==> config.mk <==
export PLATFORM = sky130hd
export DESIGN_NAME = radix_converter_flat
export DESIGN_NICKNAME = d
export VERILOG_FILES = /design/src/rtl/core/rc_pkg.sv /design/src/rtl/core/rc_in_if.sv /design/src/rtl/core/rc_out_if.sv /design/src/rtl/core/rc_divider.sv /design/src/rtl/core/radix_converter.sv /design/src/flat_wrapper.sv
export SDC_FILE = /design/constraint.sdc
export NUM_CORES = 2
export LEC_CHECK = 0
export BUFFER_PORTS_ARGS = -buffer_cell sky130_fd_sc_hd__buf_2
export CAP_MARGIN = 10
export CORE_AREA = 4 4 285 287
export CTS_BUF_LIST = sky130_fd_sc_hd__clkbuf_4 sky130_fd_sc_hd__clkbuf_8
export CTS_CLUSTER_DIAMETER = 150
export DETAILED_ROUTE_END_ITERATION = 8
export DIE_AREA = 0 0 289 291
export MAX_ROUTING_LAYER = met4
export PLACE_DENSITY = 0.7
export SKIP_CTS_REPAIR_TIMING = 1
export SYNTH_ARGS = -nofsm -noshare
export SYNTH_HDL_FRONTEND = slang
export SYNTH_SLANG_ARGS = --single-unit
==> constraint.sdc <==
create_clock -name clk -period 7.8 [get_ports clk]
set_clock_uncertainty 0.1 [all_clocks]
set_input_delay 0.78 -clock clk [delete_from_list [all_inputs] [get_ports clk]]
set_output_delay 0.78 -clock clk [all_outputs]
set_load 0.01 [all_outputs]
==> src/rtl/core/rc_pkg.sv <==
// rc_pkg: shared types, character constants and digit mapping for the radix converter
// no dependencies

package rc_pkg;

  localparam int unsigned BASE_WIDTH  = 6;
  localparam int unsigned CHAR_WIDTH  = 8;
  localparam int unsigned OUT_WIDTH   = 7;
  localparam int unsigned CFG_IDX_W   = 1;

  localparam logic [BASE_WIDTH-1:0] BASE_MIN = 6'd2;
  localparam logic [BASE_WIDTH-1:0] BASE_MAX = 6'd36;
  localparam logic [BASE_WIDTH-1:0] SRC_BASE_RESET = 6'd10;
  localparam logic [BASE_WIDTH-1:0] TGT_BASE_RESET = 6'd2;

  localparam logic [CFG_IDX_W-1:0] REG_SOURCE_BASE = 1'd0;
  localparam logic [CFG_IDX_W-1:0] REG_TARGET_BASE = 1'd1;

  localparam logic [CHAR_WIDTH-1:0] CHAR_0  = 8'h30;
  localparam logic [CHAR_WIDTH-1:0] CHAR_9  = 8'h39;
  localparam logic [CHAR_WIDTH-1:0] CHAR_LA = 8'h61;
  localparam logic [CHAR_WIDTH-1:0] CHAR_LZ = 8'h7A;
  localparam logic [CHAR_WIDTH-1:0] CHAR_UA = 8'h41;
  localparam logic [CHAR_WIDTH-1:0] CHAR_UZ = 8'h5A;
  localparam logic [BASE_WIDTH-1:0] DIGIT_LIMIT = 6'd9;
  localparam logic [BASE_WIDTH-1:0] LETTER_BASE = 6'd10;

  typedef struct packed {
    logic busy;
    logic done;
  } rc_div_stat_t;

  function automatic logic [BASE_WIDTH-1:0] clamp_base(input logic [BASE_WIDTH-1:0] b);
    logic [BASE_WIDTH-1:0] r;
    r = b;
    if (b < BASE_MIN) r = BASE_MIN;
    else if (b > BASE_MAX) r = BASE_MAX;
    return r;
  endfunction

  function automatic logic [BASE_WIDTH-1:0] char_value(input logic [CHAR_WIDTH-1:0] c);
    logic [CHAR_WIDTH-1:0] t;
    t = '0;
    if (c >= CHAR_0 && c <= CHAR_9) t = c - CHAR_0;
    else if (c >= CHAR_LA && c <= CHAR_LZ) t = c - CHAR_LA + CHAR_WIDTH'(LETTER_BASE);
    else if (c >= CHAR_UA && c <= CHAR_UZ) t = c - CHAR_UA + CHAR_WIDTH'(LETTER_BASE);
    return t[BASE_WIDTH-1:0];
  endfunction

  function automatic logic [OUT_WIDTH-1:0] digit_char(input logic [BASE_WIDTH-1:0] d);
    logic [CHAR_WIDTH-1:0] t;
    if (d <= DIGIT_LIMIT) t = CHAR_0 + CHAR_WIDTH'(d);
    else t = CHAR_UA + CHAR_WIDTH'(d - LETTER_BASE);
    return t[OUT_WIDTH-1:0];
  endfunction

endpackage

==> src/rtl/core/rc_in_if.sv <==
// rc_in_if: valid/ready channel carrying one source character per item
// no dependencies

interface rc_in_if;
  logic       valid;
  logic       ready;
  logic [7:0] in_char;
  logic       in_last;

  modport source (output valid, output in_char, output in_last, input ready);
  modport sink   (input valid, input in_char, input in_last, output ready);
endinterface

==> src/rtl/core/rc_out_if.sv <==
// rc_out_if: valid/ready channel carrying one result digit per item
// no dependencies

interface rc_out_if;
  logic       valid;
  logic       ready;
  logic [6:0] out_char;
  logic       out_last;

  modport source (output valid, output out_char, output out_last, input ready);
  modport sink   (input valid, input out_char, input out_last, output ready);
endinterface

==> src/rtl/core/rc_divider.sv <==
// rc_divider: restoring divider, one quotient bit per cycle, by a small base
// depends on rc_pkg

module rc_divider #(
  parameter int unsigned WIDTH = 64
) (
  input  logic                                clk,
  input  logic                                rst,
  input  logic                                start,
  input  logic [WIDTH-1:0]                    dividend,
  input  logic [rc_pkg::BASE_WIDTH-1:0]       divisor,
  output logic [WIDTH-1:0]                    quotient,
  output logic [rc_pkg::BASE_WIDTH-1:0]       remainder,
  output rc_pkg::rc_div_stat_t                stat
);
  import rc_pkg::*;

  localparam int unsigned CNT_W = $clog2(WIDTH);

  logic [CNT_W-1:0]      cnt;
  logic [BASE_WIDTH-1:0] dvs;
  logic [BASE_WIDTH:0]   trial;
  logic                  fits;

  assign trial = {remainder, quotient[WIDTH-1]};
  assign fits  = trial >= {1'b0, dvs};

  always_ff @(posedge clk) begin
    if (rst) begin
      stat <= '0;
    end else if (start) begin
      stat.busy <= 1'b1;
      stat.done <= 1'b0;
    end else if (stat.busy) begin
      stat.done <= (cnt == '0);
      stat.busy <= (cnt != '0);
    end else begin
      stat.done <= 1'b0;
    end
  end

  always_ff @(posedge clk) begin
    if (start) begin
      cnt       <= CNT_W'(WIDTH - 1);
      dvs       <= divisor;
      quotient  <= dividend;
      remainder <= '0;
    end else if (stat.busy) begin
      cnt      <= cnt - 1'b1;
      quotient <= {quotient[WIDTH-2:0], fits};
      if (fits) remainder <= BASE_WIDTH'(trial - {1'b0, dvs});
      else remainder <= trial[BASE_WIDTH-1:0];
    end
  end

endmodule

==> src/rtl/core/radix_converter.sv <==
// radix_converter: ascii digit string in one base to ascii digit string in another
// depends on rc_pkg, rc_in_if, rc_out_if, rc_divider
//
//   channel  dir  payload             item
//   stream   in   in_char, in_last    one source character
//   result   out  out_char, out_last  one target digit
//   cfg      in   cfg_we/index/data   base register write
//
// a character without in_last is taken while idle and multiply-added into the accumulator
// a last character starts conversion: each target digit is one run of the bit-serial divider,
// up to MAX_DIGITS digits, then each digit is read out through the FETCH and LOAD states
// stream is not ready from a last character until the final digit sits in the output register
// synchronous active-high reset; readout waits in LOAD while a result digit is held unaccepted

module radix_converter #(
  parameter int unsigned VALUE_WIDTH = 64,
  parameter int unsigned MAX_DIGITS  = 64
) (
  input  logic                           clk,
  input  logic                           rst,
  input  logic                           cfg_we,
  input  logic [rc_pkg::CFG_IDX_W-1:0]   cfg_index,
  input  logic [rc_pkg::BASE_WIDTH-1:0]  cfg_data,
  rc_in_if.sink                          stream,
  rc_out_if.source                       result
);
  import rc_pkg::*;

  localparam int unsigned CW = $clog2(MAX_DIGITS + 1);
  localparam int unsigned IW = $clog2(MAX_DIGITS);

  typedef enum logic [3:0] {
    S_IDLE  = 4'b0001,
    S_DIV   = 4'b0010,
    S_FETCH = 4'b0100,
    S_LOAD  = 4'b1000
  } state_t;

  state_t                  state;
  logic [BASE_WIDTH-1:0]   source_base;
  logic [BASE_WIDTH-1:0]   target_base;
  logic [VALUE_WIDTH-1:0]  accumulator;
  logic [CW-1:0]           digit_count;
  logic [IW-1:0]           rd_ptr;
  logic [BASE_WIDTH-1:0]   digit_store [MAX_DIGITS];
  logic [BASE_WIDTH-1:0]   rd_data;

  logic [VALUE_WIDTH+BASE_WIDTH-1:0] prod;
  logic [VALUE_WIDTH-1:0]  acc_next;
  logic                    take;
  logic                    div_start;
  logic [VALUE_WIDTH-1:0]  div_dividend;
  logic [VALUE_WIDTH-1:0]  quotient;
  logic [BASE_WIDTH-1:0]   remainder;
  rc_div_stat_t            div_stat;
  logic                    div_more;
  logic                    out_free;

  assign stream.ready = (state == S_IDLE);
  assign take         = stream.valid && stream.ready;
  assign prod         = {{BASE_WIDTH{1'b0}}, accumulator}
                      * {{VALUE_WIDTH{1'b0}}, clamp_base(source_base)};
  assign acc_next     = prod[VALUE_WIDTH-1:0] + VALUE_WIDTH'(char_value(stream.in_char));
  assign div_more     = (quotient != '0) && (digit_count != CW'(MAX_DIGITS - 1));
  assign div_start    = (take && stream.in_last) || (state == S_DIV && div_stat.done && div_more);
  assign div_dividend = (state == S_IDLE) ? acc_next : quotient;
  assign out_free     = !result.valid || result.ready;

  rc_divider #(.WIDTH(VALUE_WIDTH)) u_div (
    .clk       (clk),
    .rst       (rst),
    .start     (div_start),
    .dividend  (div_dividend),
    .divisor   (clamp_base(target_base)),
    .quotient  (quotient),
    .remainder (remainder),
    .stat      (div_stat)
  );

  // base registers
  always_ff @(posedge clk) begin
    if (rst) begin
      source_base <= SRC_BASE_RESET;
      target_base <= TGT_BASE_RESET;
    end else if (cfg_we) begin
      case (cfg_index)
        REG_SOURCE_BASE: source_base <= cfg_data;
        REG_TARGET_BASE: target_base <= cfg_data;
        default: ;
      endcase
    end
  end

  // sequencer
  always_ff @(posedge clk) begin
    if (rst) begin
      state       <= S_IDLE;
      accumulator <= '0;
      digit_count <= '0;
      rd_ptr      <= '0;
    end else begin
      case (state)
        S_IDLE: begin
          if (take) begin
            if (stream.in_last) begin
              accumulator <= '0;
              digit_count <= '0;
              state       <= S_DIV;
            end else begin
              accumulator <= acc_next;
            end
          end
        end
        S_DIV: begin
          if (div_stat.done) begin
            digit_count <= digit_count + 1'b1;
            if (!div_more) begin
              rd_ptr <= digit_count[IW-1:0];
              state  <= S_FETCH;
            end
          end
        end
        S_FETCH: state <= S_LOAD;
        S_LOAD: begin
          if (out_free) begin
            if (rd_ptr == '0) begin
              state <= S_IDLE;
            end else begin
              rd_ptr <= rd_ptr - 1'b1;
              state  <= S_FETCH;
            end
          end
        end
        default: state <= S_IDLE;
      endcase
    end
  end

  // digit store
  always_ff @(posedge clk) begin
    if (state == S_DIV && div_stat.done) digit_store[digit_count[IW-1:0]] <= remainder;
    rd_data <= digit_store[rd_ptr];
  end

  // output register
  always_ff @(posedge clk) begin
    if (rst) begin
      result.valid <= 1'b0;
    end else if (state == S_LOAD && out_free) begin
      result.valid <= 1'b1;
    end else if (result.ready) begin
      result.valid <= 1'b0;
    end
  end

  always_ff @(posedge clk) begin
    if (state == S_LOAD && out_free) begin
      result.out_char <= digit_char(rd_data);
      result.out_last <= (rd_ptr == '0);
    end
  end

`ifndef SYNTHESIS
  a_div_only_in_div: assert property (@(posedge clk) disable iff (rst)
    div_stat.busy |-> (state == S_DIV))
    else $error("divider busy outside conversion");

  a_count_bound: assert property (@(posedge clk) disable iff (rst)
    digit_count <= CW'(MAX_DIGITS))
    else $error("digit count beyond store depth");

  a_last_returns_idle: assert property (@(posedge clk) disable iff (rst)
    (state == S_LOAD && out_free && rd_ptr == '0) |=> (state == S_IDLE && result.out_last))
    else $error("final digit not flagged or sequencer not idle");

  a_char_range: assert property (@(posedge clk) disable iff (rst)
    result.valid |-> ((result.out_char >= 7'h30 && result.out_char <= 7'h39)
                   || (result.out_char >= 7'h41 && result.out_char <= 7'h5A)))
    else $error("result character outside digit range");
`endif

endmodule
==> src/flat_wrapper.sv <==
// flat-port wrapper written by rule: the top's interface ports become plain ports
module radix_converter_flat import rc_pkg::*;
#(
  parameter int unsigned VALUE_WIDTH = 64,
  parameter int unsigned MAX_DIGITS  = 64
)
  (clk, rst, cfg_we, cfg_index, cfg_data, stream_valid, stream_in_char, stream_in_last, stream_ready, result_valid, result_out_char, result_out_last, result_ready);
  rc_in_if stream_i ();
  rc_out_if result_i ();
  input  logic clk;
  input  logic rst;
  input  logic cfg_we;
  input  logic [rc_pkg::CFG_IDX_W-1:0] cfg_index;
  input  logic [rc_pkg::BASE_WIDTH-1:0] cfg_data;
  input wire logic [$bits(stream_i.valid)-1:0] stream_valid;
  input wire logic [$bits(stream_i.in_char)-1:0] stream_in_char;
  input wire logic [$bits(stream_i.in_last)-1:0] stream_in_last;
  output wire logic [$bits(stream_i.ready)-1:0] stream_ready;
  output wire logic [$bits(result_i.valid)-1:0] result_valid;
  output wire logic [$bits(result_i.out_char)-1:0] result_out_char;
  output wire logic [$bits(result_i.out_last)-1:0] result_out_last;
  input wire logic [$bits(result_i.ready)-1:0] result_ready;
  assign stream_i.valid = stream_valid;
  assign stream_i.in_char = stream_in_char;
  assign stream_i.in_last = stream_in_last;
  assign stream_ready = stream_i.ready;
  assign result_valid = result_i.valid;
  assign result_out_char = result_i.out_char;
  assign result_out_last = result_i.out_last;
  assign result_i.ready = result_ready;
  radix_converter #(.VALUE_WIDTH(VALUE_WIDTH), .MAX_DIGITS(MAX_DIGITS)) u_core (.clk(clk), .rst(rst), .cfg_we(cfg_we), .cfg_index(cfg_index), .cfg_data(cfg_data), .stream(stream_i), .result(result_i));
endmodule
==> metrics <==
area delta synth->final 8.63%; worst slew pin tran between 1 and 1.5 ns; Initial DRC Count 2411; share of cells above drive strength 1 13.5%; leading register cell type out of synthesis edfxtp_1; crit path kind register to register; commonest non-fill, non-tap cell in the layout edfxtp_1; Fillers ~6800; FP Rows between 100 and 150; largest net degree at the start of global routing around 80; placed insts 3757; CTS Root Cell clkbuf_8; Power Dens Cells ~180 nW/µm²; final hold viol count 0; YS warnings 0; maxcap violations 0; final wirelength roughly 82 mm; syn nets 3206; clock latency on the worst-skew pair approximately 0.72 ns; Mapped Area 35100 µm²; Core ar. between 70000 and 80000 µm²; max_slew headroom 26.0%; Crit. End Element register; Arr. time, crit path 7.55 ns; cts bufs inserted 93; H-tree level count 3; DRT Pass-1 Iters 6; vias in the first global route between 20000 and 25000; Slew Viols, Final 0; post-route antenna net violation count 0; Final period util between 90% and 100%; maximum vdd drop roughly 130 µV; Leakage between 15 and 20 nW; gr ovfl total 0; die height approximately 290 µm; die width approximately 290 µm; outcome finished, final reports clean; hold_ws 0.242 ns; Nets ~3200; register area share after synthesis a little under half; top cells by area, synth edfxtp_1 40%, fa_1 14%, mux4_2 8.1%; min Tclk post-route ~7.2 ns; drt drc 0; footprint of the multi-input gates 18000 µm²; GRT Resource Usage Total approximately 20%; RSZ-0062 raised after global routing false; Post-Synthesis Cells 2793; I/O pins 31; post-synthesis register bit count 576; I/O Buffers 30; unique cell type count in the Yosys netlist 82; TritonCTS Sinks around 580; initial antenna violation count 3; top cell type's share of synthesized area roughly 40%; clock tree buffer depth 3; area leader, netlist edfxtp_1; HPWL Detailed 56.6 mm; final setup fails 0; Post-synth EDFFs between 400 and 500; critical path launch point type register; worst hold-check path type input pin to register; full die area approximately 84000 µm²; fin cells approximately 4000; post-layout util about half; setup tns final 0 ns; clock-pin slew on the worst setup and hold paths 0.06 ns; Starting Density 44.6%; Vias between 20000 and 25000; CTS tree built; ys async rst share 0%; Data required, critical path between 8 and 9 ns; Total Power 6.84 mW; commonest cells after routing, fill and taps aside 462 x edfxtp_1, 285 x nand2_1, 283 x and2_1, 241 x fa_1, 190 x nor2_1; routability cong. 0.910; Peak Freq between 100 and 150 MHz; Mapped Avg Cell Area about 13 µm²; Reg area 16200 µm²; routed vias/inst around 5.7; global-route wire length before repair around 130 mm; WL/cell ~21 µm; Max FO, Critical Path slightly below 60
cell type report:
class / count / area share (%)
clock buffer: 120 / 3.96
antenna: 3 / 0.0197
clock inverter: 52 / 1.06
multi-input combinational: 1977 / 47.2
inverter: 96 / 0.945
timing repair buffer: 58 / 0.945
tap: 1050 / 3.45
sequential: 576 / 42.4
kinds of logic after synthesis:
group	share of synthesized area (%)
DFF	46.0
xor gates and xnor gates	2.20
buffers and inverters	2.84
and+or+nand+nor	14.0
muxes	8.68
adders and majority gates	19.2
AOI/OAI and AO/OA	7.00
layer usage:
metal	up-vias	share of wire [%]	wire (µm)	global-route usage (%)
li1	10100	-	-	-
met3	143	7.4	6050	3.34
met4	0	2.0	1670	5.03
met1	11500	45	36300	29.1
met2	801	46	37500	30.3
met5	-	0	0	-
per-stage QoR:
step | area [µm²] | setup slack, ns
5_1_grt | 38100 | 0.286
4_1_cts | 38100 | 0.695
3_5_place_dp | 36200 | 0.721
6_report | 38100 | 0.571
2_1_floorplan | 35100 | 1.50
3_3_place_gp | 36200 | 0.899
report_power, final:
| group | total (mW) | internal, mW | switching (mW) |
|---|---|---|---|
| Combinational | 0.546 | 0.124 | 0.423 |
| Sequential | 3.59 | 3.55 | 0.0412 |
| Clock | 2.70 | 1.42 | 1.27 |
| Total | 6.84 | 5.10 | 1.74 |
Yosys cell counts, types with 9 or more instances:
cell and number:
edfxtp_1 462, nand2_1 287, and2_1 283, fa_1 241, nor2_1 192, ha_1 151
mux4_2 126, a21oi_1 115, dfxtp_1 114, clkbuf_1 108, inv_1 94, and3_1 66
o21ai_0 64, xnor2_1 55, a22oi_1 37, xor2_1 33, a21o_1 27, a22o_1 26
nand3_1 26, nand4_1 26, nor4_1 23, nor2b_1 22, nor3_1 22, buf_1 19
o21bai_1 19, a211oi_1 10, mux2_2 10, nand2b_1 10, buf_6 9
worst paths after layout:
path                                                    startpoint                                  end  slack (ns)  depth (start not counted)
worst max-delay path            u_core.source_base[3]$_SDFFE_PP1P_  u_core.u_div.quotient[59]$_DFFE_PP_        0.57                         20
worst min-delay path                                   cfg_data[1]   u_core.source_base[1]$_SDFFE_PP1P_        0.24                          2
worst max register to register  u_core.source_base[3]$_SDFFE_PP1P_  u_core.u_div.quotient[59]$_DFFE_PP_        0.57                         20
worst min register to register  u_core.target_base[0]$_SDFFE_PP0P_   u_core.target_base[0]$_SDFFE_PP0P_        0.37                          2
critical path, cell delays in order (launching register included):
cell	delay [ns]
dfxtp_1	0.32
or2_2	0.31
nor2_1	0.26
mux2i_4	0.27
buf_4	0.57
and3_1	0.28
fa_1	0.43
fa_1	0.57
fa_1	0.43
ha_1	0.29
ha_1	0.36
a21oi_1	0.18
nor2_1	0.06
a211oi_1	0.35
a31oi_1	0.36
a2111oi_2	0.66
o41ai_2	0.21
a41oi_2	0.37
o21ai_1	0.13
xor2_1	0.16
mux2_2	0.27
registers in the layout, summed over array words and instances, names as in the netlist:
register                count
u_core.rd_data              6
u_core.target_base          6
u_core.result.out_char      7
u_core.u_div.cnt            6
u_core.result.out_last      1
u_core.source_base          6
u_core.state                4
u_core.u_div.remainder      6
u_core.u_div.stat           2
u_core.result.valid         1
u_core.digit_store        384
u_core.digit_count          7
u_core.accumulator         64
u_core.u_div.quotient      64
u_core.rd_ptr               6
u_core.u_div.dvs            6
No activity file was read; power rests on OpenSTA's default activity.
